--- config.mk ---
export PLATFORM = sky130hd
export DESIGN_NAME = lane_histogram_steering
export DESIGN_NICKNAME = d
export VERILOG_FILES = /design/src/hw/rtl/lhs_pkg.sv /design/src/hw/rtl/lhs_col_ram.sv /design/src/hw/rtl/lhs_peak.sv /design/src/hw/rtl/lhs_steer.sv /design/src/hw/rtl/lane_histogram_steering.sv
export SDC_FILE = /design/constraint.sdc
export NUM_CORES = 2
export LEC_CHECK = 0
export ABC_CLOCK_PERIOD_IN_PS = 20600
export BUFFER_PORTS_ARGS = -buffer_cell sky130_fd_sc_hd__buf_4
export CAP_MARGIN = 20
export CELL_PAD_IN_SITES_DETAIL_PLACEMENT = 1
export CELL_PAD_IN_SITES_GLOBAL_PLACEMENT = 1
export CORE_ASPECT_RATIO = 0.6
export CORE_MARGIN = 3
export CORE_UTILIZATION = 54
export CTS_CLUSTER_DIAMETER = 120
export DETAILED_ROUTE_END_ITERATION = 12
export PLACE_DENSITY_LB_ADDON = 0.1
export SLEW_MARGIN = 20
export SYNTH_ARGS = -nofsm -noshare
export SYNTH_HDL_FRONTEND = slang
export SYNTH_SLANG_ARGS = --single-unit
--- constraint.sdc ---
create_clock -name aclk -period 20.6 [get_ports aclk]
set_input_delay 1.03 -clock aclk [delete_from_list [all_inputs] [get_ports aclk]]
set_output_delay 1.03 -clock aclk [all_outputs]
set_load 0.1 [all_outputs]
--- src/hw/rtl/lhs_pkg.sv ---
// Shared types and constants for the lane histogram steering block.
// Depends on nothing; every other file in hw/rtl imports it.
package lhs_pkg;

    // Histogram storage.
    localparam int MAX_COLUMNS = 512;
    localparam int ADDR_W      = $clog2(MAX_COLUMNS);
    localparam int CMP_W       = (ADDR_W + 1 > 10) ? ADDR_W + 1 : 10;
    localparam int CNT_W       = 7;
    localparam logic [CNT_W-1:0]  CNT_MAX   = '1;
    localparam logic [ADDR_W-1:0] LAST_ADDR = ADDR_W'(MAX_COLUMNS - 1);

    // Stream widths.
    localparam int S_DATA_W = 24;
    localparam int M_DATA_W = 64;
    localparam int CFG_IDX_W  = 3;
    localparam int CFG_DATA_W = 16;

    localparam logic [15:0] TOP_CNT_MAX = 16'hFFFF;

    typedef enum logic [CFG_IDX_W-1:0] {
        REG_BAND_TOP           = 3'd0,
        REG_BAND_ROWS          = 3'd1,
        REG_FRAME_WIDTH        = 3'd2,
        REG_LEFT_SEARCH_END    = 3'd3,
        REG_RIGHT_SEARCH_START = 3'd4,
        REG_FRAME_CENTER       = 3'd5,
        REG_END_THRESHOLD      = 3'd6,
        REG_FINE_STEP          = 3'd7
    } cfg_index_t;

    typedef enum logic [2:0] {
        STEER_FWD          = 3'd0,
        STEER_RIGHT_FINE   = 3'd1,
        STEER_RIGHT_MID    = 3'd2,
        STEER_RIGHT_COARSE = 3'd3,
        STEER_LEFT_FINE    = 3'd4,
        STEER_LEFT_MID     = 3'd5,
        STEER_LEFT_COARSE  = 3'd6,
        STEER_LANE_END     = 3'd7
    } steer_code_t;

    // Request to the column count memory.
    typedef struct packed {
        logic              rd_en;
        logic [ADDR_W-1:0] rd_addr;
        logic              wr_en;
        logic [ADDR_W-1:0] wr_addr;
        logic [CNT_W-1:0]  wr_data;
    } ram_req_t;

    // One column count coming out of the memory during the peak scan.
    typedef struct packed {
        logic              valid;
        logic [ADDR_W-1:0] addr;
        logic [CNT_W-1:0]  count;
    } samp_t;

endpackage

--- src/hw/rtl/lhs_col_ram.sv ---
// Column count memory: one write port and one registered read port.
// Depends on lhs_pkg.
module lhs_col_ram import lhs_pkg::*; (
    input  logic             aclk,
    input  ram_req_t         req,
    output logic [CNT_W-1:0] rd_data
);

    logic [CNT_W-1:0] mem [MAX_COLUMNS];
    logic [CNT_W-1:0] rd_data_reg;

    always_ff @(posedge aclk) begin
        if (req.wr_en) begin
            mem[req.wr_addr] <= req.wr_data;
        end
        if (req.rd_en) begin
            rd_data_reg <= mem[req.rd_addr];
        end
    end

    assign rd_data = rd_data_reg;

endmodule

--- src/hw/rtl/lhs_peak.sv ---
// Running first-maximum search over the left and right column windows.
// Depends on lhs_pkg.
module lhs_peak import lhs_pkg::*; (
    input  logic             aclk,
    input  logic             aresetn,
    input  logic             init,
    input  samp_t            samp,
    input  logic [CMP_W-1:0] left_lim,
    input  logic [CMP_W-1:0] width_lim,
    input  logic [8:0]       right_start,
    output logic [8:0]       left_pos,
    output logic [8:0]       right_pos
);

    logic [CMP_W-1:0] l_pos_reg, r_pos_reg;
    logic [CNT_W-1:0] l_max_reg, r_max_reg;
    logic             l_found_reg, r_found_reg;
    logic [CMP_W-1:0] addr_ext;
    logic             in_left, in_right, l_take, r_take;

    assign addr_ext = CMP_W'(samp.addr);
    assign in_left  = addr_ext < left_lim;
    assign in_right = (addr_ext >= CMP_W'(right_start)) && (addr_ext < width_lim);
    // Strictly greater keeps the lowest column among equal counts.
    assign l_take = samp.valid && in_left && (!l_found_reg || samp.count > l_max_reg);
    assign r_take = samp.valid && in_right && (!r_found_reg || samp.count > r_max_reg);

    always_ff @(posedge aclk) begin
        if (!aresetn) begin
            l_found_reg <= 1'b0;
            r_found_reg <= 1'b0;
        end else if (init) begin
            l_found_reg <= 1'b0;
            r_found_reg <= 1'b0;
        end else begin
            if (l_take) l_found_reg <= 1'b1;
            if (r_take) r_found_reg <= 1'b1;
        end
    end

    always_ff @(posedge aclk) begin
        if (init) begin
            l_pos_reg <= '0;
            r_pos_reg <= CMP_W'(right_start);
        end else begin
            if (l_take) begin
                l_pos_reg <= addr_ext;
                l_max_reg <= samp.count;
            end
            if (r_take) begin
                r_pos_reg <= addr_ext;
                r_max_reg <= samp.count;
            end
        end
    end

    assign left_pos  = l_pos_reg[8:0];
    assign right_pos = r_pos_reg[8:0];

endmodule

--- src/hw/rtl/lhs_steer.sv ---
// Lane center, offset from the frame center and steering quantization.
// Depends on lhs_pkg.
module lhs_steer import lhs_pkg::*; (
    input  logic        aclk,
    input  logic [8:0]  left_pos,
    input  logic [8:0]  right_pos,
    input  logic [8:0]  frame_center,
    input  logic [7:0]  fine_step,
    input  logic        lane_end,
    output logic [8:0]  lane_center,
    output logic [9:0]  offset,
    output steer_code_t steer_code
);

    logic signed [10:0] diff, half, center_s, off_s;
    logic signed [10:0] o, f1, f2;
    logic [8:0]         center_reg;
    logic [9:0]         offset_reg;

    // The half difference rounds toward zero, so negative gaps add one first.
    always_comb begin
        diff     = signed'({2'b00, right_pos}) - signed'({2'b00, left_pos});
        half     = (diff + signed'({10'd0, diff[10]})) >>> 1;
        center_s = signed'({2'b00, left_pos}) + half;
        off_s    = center_s - signed'({2'b00, frame_center});
    end

    always_ff @(posedge aclk) begin
        center_reg <= center_s[8:0];
        offset_reg <= off_s[9:0];
    end

    always_comb begin
        o  = signed'({offset_reg[9], offset_reg});
        f1 = signed'({3'b000, fine_step});
        f2 = signed'({2'b00, fine_step, 1'b0});
        if (lane_end) begin
            steer_code = STEER_LANE_END;
        end else if (o == 11'sd0) begin
            steer_code = STEER_FWD;
        end else if (o > 11'sd0 && o < f1) begin
            steer_code = STEER_RIGHT_FINE;
        end else if (o >= f1 && o < f2) begin
            steer_code = STEER_RIGHT_MID;
        end else if (o > 11'sd0) begin
            steer_code = STEER_RIGHT_COARSE;
        end else if (o > -f1) begin
            steer_code = STEER_LEFT_FINE;
        end else if (o > -f2) begin
            steer_code = STEER_LEFT_MID;
        end else begin
            steer_code = STEER_LEFT_COARSE;
        end
    end

    assign lane_center = center_reg;
    assign offset      = offset_reg;

endmodule

--- src/hw/rtl/lane_histogram_steering.sv ---
// Top level of the lane histogram steering block: sequencer, registers, stream ports.
// Depends on lhs_pkg, lhs_col_ram, lhs_peak and lhs_steer.
//
//  Channel  | Direction | Handshake               | Contents
//  ---------+-----------+-------------------------+---------------------------------------
//  s_axis   | in        | tvalid/tready           | one mask pixel per request, tlast ends frame
//  m_axis   | out       | tvalid/tready           | one steering result per frame
//  cfg      | in        | cfg_wr_en, no wait      | register index and write data
//
// For each pixel, the request cycle reads the column count from the
// histogram memory and the next cycle writes the incremented count back.
// The pixel that ends a frame is followed by a scan of all MAX_COLUMNS memory
// entries, one per cycle through the single read port, then the drain, steer
// and emit states for the center, offset and steering code before the
// next pixel request is taken. After reset a clearing pass zeroes all
// MAX_COLUMNS memory entries with s_axis_tready low; configuration writes
// are taken throughout. A finished result waits in the output register while
// pixels of the next frame are taken; only the next frame end waits for it.
module lane_histogram_steering import lhs_pkg::*; (
    input  logic                  aclk,
    input  logic                  aresetn,
    // Input pixel stream.
    input  logic                  s_axis_tvalid,
    output logic                  s_axis_tready,
    // Bits from 0: pixel_on [0], column [9:1], row [17:10], zero fill [23:18].
    input  logic [S_DATA_W-1:0]   s_axis_tdata,
    input  logic                  s_axis_tlast,
    // Result stream.
    output logic                  m_axis_tvalid,
    input  logic                  m_axis_tready,
    // Bits from 0: left_pos [8:0], right_pos [17:9], lane_center [26:18],
    // offset [36:27], steer_code [39:37], lane_end [40],
    // top_band_count [56:41], zero fill [63:57].
    output logic [M_DATA_W-1:0]   m_axis_tdata,
    // Configuration write port.
    input  logic                  cfg_wr_en,
    input  logic [CFG_IDX_W-1:0]  cfg_index,
    input  logic [CFG_DATA_W-1:0] cfg_data
);

    // The sequencer walks through these states one-hot.
    typedef enum logic [6:0] {
        ST_CLEAR  = 7'b0000001,
        ST_IDLE   = 7'b0000010,
        ST_UPDATE = 7'b0000100,
        ST_SCAN   = 7'b0001000,
        ST_DRAIN  = 7'b0010000,
        ST_STEER  = 7'b0100000,
        ST_EMIT   = 7'b1000000
    } state_t;

    state_t state_reg, state_next;
    logic [ADDR_W-1:0] addr_reg, addr_next;

    // Configuration registers.
    logic [7:0]  band_top_reg;
    logic [6:0]  band_rows_reg;
    logic [9:0]  frame_width_reg;
    logic [9:0]  left_search_end_reg;
    logic [8:0]  right_search_start_reg;
    logic [8:0]  frame_center_reg;
    logic [15:0] end_threshold_reg;
    logic [7:0]  fine_step_reg;

    // Pixel held between the read and the write-back of its column count.
    logic [ADDR_W-1:0] pix_col_reg;
    logic              pix_hit_reg;
    logic              pix_last_reg;

    logic [15:0] top_count_reg, top_count_next;

    logic              samp_valid_reg;
    logic [ADDR_W-1:0] samp_addr_reg;

    logic                m_valid_reg, m_valid_next;
    logic [M_DATA_W-1:0] m_data_reg;

    // Request fields and derived window limits.
    logic       s_accept, in_on;
    logic [8:0] in_col;
    logic [7:0] in_row;
    logic       lower_hit, top_hit, col_stored;
    logic [CMP_W-1:0] width_lim, left_lim;
    logic       out_free, out_load, lane_end, peak_init;

    ram_req_t         ram_req;
    logic [CNT_W-1:0] ram_rd_data;
    samp_t            samp;

    logic [8:0]  left_pos, right_pos, lane_center;
    logic [9:0]  offset;
    steer_code_t steer_code;

    assign s_accept = s_axis_tvalid && s_axis_tready;
    assign s_axis_tready = (state_reg == ST_IDLE);

    assign in_on  = s_axis_tdata[0];
    assign in_col = s_axis_tdata[9:1];
    assign in_row = s_axis_tdata[17:10];

    // Frame width is clamped to the storage; the left window also ends at the width.
    assign width_lim = (CMP_W'(frame_width_reg) > CMP_W'(MAX_COLUMNS)) ?
                       CMP_W'(MAX_COLUMNS) : CMP_W'(frame_width_reg);
    assign left_lim  = (CMP_W'(left_search_end_reg) < width_lim) ?
                       CMP_W'(left_search_end_reg) : width_lim;

    // The lower band runs from band_top for band_rows rows; the sum is one bit
    // wider so a band past the last row simply ends at row 255.
    assign col_stored = CMP_W'(in_col) < CMP_W'(MAX_COLUMNS);
    assign lower_hit  = in_on && (in_row >= band_top_reg) &&
                        ({1'b0, in_row} < ({1'b0, band_top_reg} + 9'(band_rows_reg))) &&
                        col_stored;
    // The top band is the rows below band_rows, limited to the columns in use.
    assign top_hit    = in_on && (in_row < 8'(band_rows_reg)) && (CMP_W'(in_col) < width_lim);

    assign lane_end = top_count_reg > end_threshold_reg;
    assign out_free = !m_valid_reg || m_axis_tready;
    assign out_load = (state_reg == ST_EMIT) && out_free;

    // The peak search restarts in the clear, idle and update states and holds its result from the scan through emit.
    assign peak_init = (state_reg == ST_CLEAR) || (state_reg == ST_IDLE) ||
                       (state_reg == ST_UPDATE);

    // Configuration writes; every index value names one of the eight registers.
    always_ff @(posedge aclk) begin
        if (!aresetn) begin
            band_top_reg           <= 8'd140;
            band_rows_reg          <= 7'd60;
            frame_width_reg        <= 10'd300;
            left_search_end_reg    <= 10'd150;
            right_search_start_reg <= 9'd200;
            frame_center_reg       <= 9'd150;
            end_threshold_reg      <= 16'd3000;
            fine_step_reg          <= 8'd10;
        end else if (cfg_wr_en) begin
            case (cfg_index_t'(cfg_index))
                REG_BAND_TOP:           band_top_reg           <= cfg_data[7:0];
                REG_BAND_ROWS:          band_rows_reg          <= cfg_data[6:0];
                REG_FRAME_WIDTH:        frame_width_reg        <= cfg_data[9:0];
                REG_LEFT_SEARCH_END:    left_search_end_reg    <= cfg_data[9:0];
                REG_RIGHT_SEARCH_START: right_search_start_reg <= cfg_data[8:0];
                REG_FRAME_CENTER:       frame_center_reg       <= cfg_data[8:0];
                REG_END_THRESHOLD:      end_threshold_reg      <= cfg_data[15:0];
                REG_FINE_STEP:          fine_step_reg          <= cfg_data[7:0];
                default: ;
            endcase
        end
    end

    // Sequencer. The memory is swept once after reset and once per frame end;
    // the frame-end sweep reads each entry and zeroes it in the same cycle.
    always_comb begin
        state_next     = state_reg;
        addr_next      = addr_reg;
        top_count_next = top_count_reg;
        ram_req        = '0;
        case (state_reg)
            ST_CLEAR: begin
                ram_req.wr_en   = 1'b1;
                ram_req.wr_addr = addr_reg;
                ram_req.wr_data = '0;
                if (addr_reg == LAST_ADDR) begin
                    addr_next  = '0;
                    state_next = ST_IDLE;
                end else begin
                    addr_next = addr_reg + 1'b1;
                end
            end
            ST_IDLE: begin
                ram_req.rd_en   = s_accept;
                ram_req.rd_addr = ADDR_W'(in_col);
                if (s_accept) begin
                    state_next = ST_UPDATE;
                    if (top_hit && top_count_reg != TOP_CNT_MAX) begin
                        top_count_next = top_count_reg + 16'd1;
                    end
                end
            end
            ST_UPDATE: begin
                // Column counts saturate rather than wrap.
                ram_req.wr_en   = pix_hit_reg && (ram_rd_data != CNT_MAX);
                ram_req.wr_addr = pix_col_reg;
                ram_req.wr_data = ram_rd_data + 1'b1;
                addr_next       = '0;
                state_next      = pix_last_reg ? ST_SCAN : ST_IDLE;
            end
            ST_SCAN: begin
                ram_req.rd_en   = 1'b1;
                ram_req.rd_addr = addr_reg;
                ram_req.wr_en   = 1'b1;
                ram_req.wr_addr = addr_reg;
                ram_req.wr_data = '0;
                if (addr_reg == LAST_ADDR) begin
                    addr_next  = '0;
                    state_next = ST_DRAIN;
                end else begin
                    addr_next = addr_reg + 1'b1;
                end
            end
            ST_DRAIN: begin
                // The last column read is folded into the peak search here.
                state_next = ST_STEER;
            end
            ST_STEER: begin
                // The steering unit registers center and offset in this cycle.
                state_next = ST_EMIT;
            end
            ST_EMIT: begin
                if (out_free) begin
                    top_count_next = '0;
                    state_next     = ST_IDLE;
                end
            end
            default: begin
                state_next = ST_IDLE;
            end
        endcase
    end

    always_comb begin
        m_valid_next = m_valid_reg;
        if (out_load) begin
            m_valid_next = 1'b1;
        end else if (m_axis_tready) begin
            m_valid_next = 1'b0;
        end
    end

    always_ff @(posedge aclk) begin
        if (!aresetn) begin
            state_reg      <= ST_CLEAR;
            addr_reg       <= '0;
            top_count_reg  <= '0;
            samp_valid_reg <= 1'b0;
            m_valid_reg    <= 1'b0;
        end else begin
            state_reg      <= state_next;
            addr_reg       <= addr_next;
            top_count_reg  <= top_count_next;
            samp_valid_reg <= (state_reg == ST_SCAN);
            m_valid_reg    <= m_valid_next;
        end
    end

    // Payload registers.
    always_ff @(posedge aclk) begin
        samp_addr_reg <= addr_reg;
        if (s_accept) begin
            pix_col_reg  <= ADDR_W'(in_col);
            pix_hit_reg  <= lower_hit;
            pix_last_reg <= s_axis_tlast;
        end
        if (out_load) begin
            m_data_reg <= {7'd0, top_count_reg, lane_end, steer_code, offset,
                           lane_center, right_pos, left_pos};
        end
    end

    assign samp.valid = samp_valid_reg;
    assign samp.addr  = samp_addr_reg;
    assign samp.count = ram_rd_data;

    lhs_col_ram u_col_ram (
        .aclk    (aclk),
        .req     (ram_req),
        .rd_data (ram_rd_data)
    );

    lhs_peak u_peak (
        .aclk        (aclk),
        .aresetn     (aresetn),
        .init        (peak_init),
        .samp        (samp),
        .left_lim    (left_lim),
        .width_lim   (width_lim),
        .right_start (right_search_start_reg),
        .left_pos    (left_pos),
        .right_pos   (right_pos)
    );

    lhs_steer u_steer (
        .aclk         (aclk),
        .left_pos     (left_pos),
        .right_pos    (right_pos),
        .frame_center (frame_center_reg),
        .fine_step    (fine_step_reg),
        .lane_end     (lane_end),
        .lane_center  (lane_center),
        .offset       (offset),
        .steer_code   (steer_code)
    );

    assign m_axis_tvalid = m_valid_reg;
    assign m_axis_tdata  = m_data_reg;

endmodule

Yosys cells after proc, flatten, opt, wreduce, memory -nomap -nowiden
Memories as Yosys holds them, arrays and structs flattened. A register that Yosys moved wholly into a read port is not among the register bits.
Index checks and enable logic that the tools add are counted.
{ "totals": {"romBits": 0, "regBits": 241, "mem_count": 1, "in_bits": 49, "latch_bits": 0, "ramBits": 3584, "out_inout_bits": 66} }
{ "classes": {"n_shift": 0, "mux": 28, "div_mod_pow": 0, "order_cmp": 18, "bitwise_logic": 2, "n_reduce_logical": 43, "n_mul": 0, "n_eq_ne": 22, "n_addsub": 10} }
{ "memory_table": {"columns": ["name", "words", "word_bits", "rd", "rd_ports_with_merged_regs", "wr", "line_no", "rtl"], "rows": [
  ["u_col_ram.mem", 512, 7, 1, 1, 1, "lhs_col_ram.sv:9", "logic [CNT_W-1:0] mem [MAX_COLUMNS];"]
]} }
{ "ops": {"columns": ["operator", "n"], "rows": [
  ["one-hot mux 7 bit (7 select lines)", 1],
  ["two-way mux 16 bit", 3],
  ["one-hot mux 17 bit (2 select lines)", 1],
  ["one-hot mux 16 bit (2 select lines)", 1],
  ["less-than comparator 9 x 10 -> 1 bit", 3],
  ["two-way mux 7 bit", 4],
  ["two-way mux 9 bit", 3],
  ["> comparator 10 x 11 -> 1 bit", 2],
  ["less-than comparator 10 bit", 2],
  ["two-way mux 10 bit", 2],
  ["one-hot mux 10 bit (2 select lines)", 1],
  ["AND reduction 2 bit", 10],
  ["one-hot mux 9 bit (2 select lines)", 1],
  ["adder 16 x 1 -> 16 bit, second input constant", 1],
  ["> comparator 16 bit", 1],
  ["inequality test 16 bit, second input constant", 1],
  ["logical AND 1 bit", 15],
  ["two-way mux 3 bit", 5],
  ["> comparator 7 bit", 2],
  ["equality test 3 bit, second input constant", 4],
  ["adder 10 x 2 -> 11 bit", 1],
  ["logical NOT 11 bit", 1],
  ["negation 8 -> 11 bit", 1],
  ["negation 9 -> 11 bit", 1],
  ["other kinds (37)", 56]
]} }

Longest topological paths before layout
{ "logic_depth": {"depth_word": 8, "mapped_depth": 27, "ltp_nobuf": 27} }

Modules after synthesis
A second synthesis with hierarchy kept.
{ "hier_totals": {"hier_cells": 8636, "hier_area_um2": 155331.5} }
{ "modules_own_cells": {"columns": ["mod", "seq_area_each_um2", "area_per_inst_um2", "instances", "cells_per_inst"], "rows": [
  ["lhs_col_ram", 107833.4, 141394.4, 1, 7154],
  ["lane_histogram_steering", 4444.3, 8959.8, 1, 936],
  ["lhs_steer", 380.4, 2728.9, 1, 334],
  ["lhs_peak", 910.9, 2248.4, 1, 212]
]} }

Worst setup path after synthesis
No wires, ideal clock.
{ "synth_timing": {"path_kind": "reg2reg", "from": "register state_reg[0]", "to": "memory u_col_ram.mem[0][6], data pin", "required_ps": 18022, "path_stages_with_launch": 7, "setup_ps": 2578, "arrival_time_ps": 13036, "slack_ps": 4986, "cell_sequence": "dfxtp_1 -> buf_2 -> buf_1 -> nor3_1 -> nand3_1 -> clkbuf_1 -> nor2_1"} }
{ "synth_lines": {"columns": ["item", "line_no", "rtl"], "rows": [
  ["start, declared", "lane_histogram_steering.sv:52", "state_t state_reg, state_next;"],
  ["start signal, assigned", "lane_histogram_steering.sv:237", "state_reg <= state_next;"],
  ["end, declared", "lhs_col_ram.sv:9", null]
]} }

Worst setup path in the final report
{ "layout_timing": {"from": "register state_reg[0]", "to": "register u_col_ram.rd_data_reg[0] (netlist: u_col_ram.rd_data[0]), read port of u_col_ram.mem, data pin"} }
{ "layout_via": {"elab_chain_cells": 3, "elab_cells_between_ends": 4} }
{ "layout_rtl": {"columns": ["item", "line_no", "rtl"], "rows": [
  ["equality test 7 x 2 -> 1 bit", "lane_histogram_steering.sv:95, lane_histogram_steering.sv:157", null],
  ["logical AND 1 bit", "lane_histogram_steering.sv:94", "assign s_accept = s_axis_tvalid && s_axis_tready;"],
  ["one-hot mux 10 bit (2 select lines) *", "lane_histogram_steering.sv:157", "case (state_reg)"],
  ["end, declared", "lhs_col_ram.sv:10", "logic [CNT_W-1:0] rd_data_reg;"]
]} }
Mark *: on every way between the ends. The rest lies on a longest branch, timed or not.
A chain may end at the register's enable or synchronous reset.

==> qor.yml <==
internal_power_w: 0.0127
grt_pass1_wl_mm: 708
final_nets: 9948
rrSetupSlack_ps: 12430
hold_slack_ps: 289
regMostFlops: "u_col_ram.mem"
avgSynthCellArea_um2: 16.1
layout-drive-gt1-share: 0.153
critPathCaptureType: "flop"
dieArea_um2: 292000
final_cell_mix: "3682 x edfxtp_1, 1508 x nand2_1, 635 x nor2_1"
antenna_left: 0
period_share: 0.397
placementRows: 151
cp_top_family: "buffers and inverters"
initial_core_util: 0.545
track_usage: 0.343
largest_reg_flops: 3584
cts_resized: 0
power_frac_seq: 0.516
finalHoldViolCount: 0
routabilityCongestion: 0.893
fill_cells: 24948
irDropWorstVdd_mv: 0.0920
clock.fmax_mhz: 122
swShare: 0.236
clkPwrFrac: 0.403
wire_per_inst_um: 36.4
synth-edff-count: 3682
netlist-cell-type-count: 88
cp_max_fo: 40
clk_pin_slew_ps: 70
crit_buf_inv: 6
seq_area_um2: 114000
p_leak_nw: 52.8
relSlewSlack: 0.117
mostFrequentLayoutCell: "edfxtp_1"
synth-seq-cells: 3832
grt_pass1_vias: 92805
chipWidth_um: 696
clock-sinks: 3832
rsz0062_at_grt: "no"
async_flop_share: 0
grt_overflow: 0
slew_viol_final: 0
fin_tns_setup_ps: 0
synth_flop_cell: "edfxtp_1"
firstDrtPassIters: 5
layout.cells.non_filler: 13764
crit_path_frequent_cell: "buf_4"
multiInputGateArea_um2: 38400
path_cells: "nor4bb_1 > a22oi_2 > buf_4 > buf_4 > buf_4 > buf_4 > buf_4 > mux4_2 > o221ai_1 > o31a_1 > a2111oi_2 > buf_4 > a221oi_1 > nand4_1 > or4_1"
slowest_stage: "dfxtp_1"
worst_pin_slew_ps: 1320
yosysWarnings: 0
hp-class: "input port to flop"
antenna_found_initial: 35
setup_viol: 0
hpwl_mm: 317
io_buffer_count: 101
crit_type: "flop to flop"
clock_latency_ps: 950
root_buffer: "clkbuf_16"
powerDensity_nw_per_um2: 96.5
cts_tree: "built"
syn2layout_area_growth_pct: 11.2
drc: 0
io_pins: 115
postSynthCellCount: 9576
vias_per_cell: 6.78
die_h_um: 420
fin_crit_ps: 8170
ys_seq_area_frac: 0.736
ctsLongestPathBuffers: 4
vias: 93300
crit_required_ps: 21250
finalWirelength_mm: 501
cts_max_level: 5
crit_arrival_ps: 8830
p_sw_w: 0.00390
start_kind: "flop"
cts_hold_buffers: 0
place_inst: 13118
status: "finished, final reports clean"
grt_start_max_net_pins: 230
netlist_area_um2: 154000
first_iter_violations: 14576
cts_buffers: 349
postCtsSetupBuffers: 0
skew_ps: 44.3
comb_power_share: 0.080
cpPeakStageDelay_ps: 900
core-area_um2: 283000
cap_violations: 0
[final cells by class]
class / instances / share of cell area
Sequential cell: 3832 / 0.662
Multi-Input combinational cell: 5072 / 0.224
Clock buffer: 454 / 0.0562
Tap cell: 3748 / 0.0273
Timing Repair Buffer: 348 / 0.0169
Clock inverter: 169 / 0.0103
Inverter: 123 / 0.00269
Antenna cell: 18 / 0.000263
[per-layer routing]
layer  global-route usage  wire length [um]
met3                0.109             67300
met4                0.103             16200
met2                0.472            210000
met5                    0                75
met1                0.523            207000
[synth_stat cells, types with 56 or more instances]
cell      number  area (um^2)
edfxtp_1    3682       111000
nand2_1     1522         5710
nor2_1       658         2470
nand3_1      617         3090
mux4_2       597        13400
clkbuf_1     250          938
buf_2        217         1090
mux2i_1      187         1870
ha_1         169         2110
a21oi_1      164          821
dfxtp_1      150         3000
inv_1        122          458
o21ai_0      102          510
a31oi_1       87          544
nand4_1       87          544
and3_1        72          450
o22ai_1       66          413
buf_1         63          236
a21boi_0      56          420
a22oi_1       56          420
[logic make-up (layout without fill, tap and decap cells)]
kind of cell / after synthesis / after routing / share of synthesized area
compound gates: 893 / 893 / 0.0399
xor+xnor: 53 / 53 / 0.00301
fa+ha+maj: 173 / 173 / 0.0142
buf+inv: 678 / 1094 / 0.0189
flops: 3832 / 3832 / 0.736
mux: 784 / 784 / 0.0993
other cells: 1 / 25 / 0.0000243
simple gates: 3162 / 3162 / 0.0884
[path summary, 6_finish.rpt]
kind,cells after the start,startpoint,to
worst max-delay path,15,state_reg[0]$_SDFFE_PN1P_,u_col_ram.rd_data[0]$_DFFE_PP_
worst min-delay path,1,s_axis_tlast,pix_last_reg$_DFFE_PP_
worst max register to register,15,state_reg[0]$_SDFFE_PN1P_,u_col_ram.rd_data[0]$_DFFE_PP_
worst min register to register,0,u_steer.lane_center[7]$_DFF_P_,m_axis_tdata[25]$_DFFE_PP_
[per-stage QoR]
stage	setup slack [ps]	power (W)	cell area (um^2)	util
after global routing	12100	0.0170	171000	0.605
after global placement	12400	0.00995	160000	0.565
after detailed placement	12380	0.00999	160000	0.565
after floorplan	4990	0.00945	154000	-
after CTS	12550	0.0166	171000	0.605
final	12430	0.0166	171000	0.605
[power by group through the flow]
stage          Combinational [W]  Clock (W)  Sequential [W]
3_5_place_dp             0.00128          0         0.00871
4_1_cts                  0.00130    0.00672         0.00854
3_3_place_gp             0.00124          0         0.00871
6_report                 0.00133    0.00668         0.00854
5_1_grt                  0.00140    0.00704         0.00854
2_1_floorplan           0.000762          0         0.00869
(Power assumes the default switching activity.)
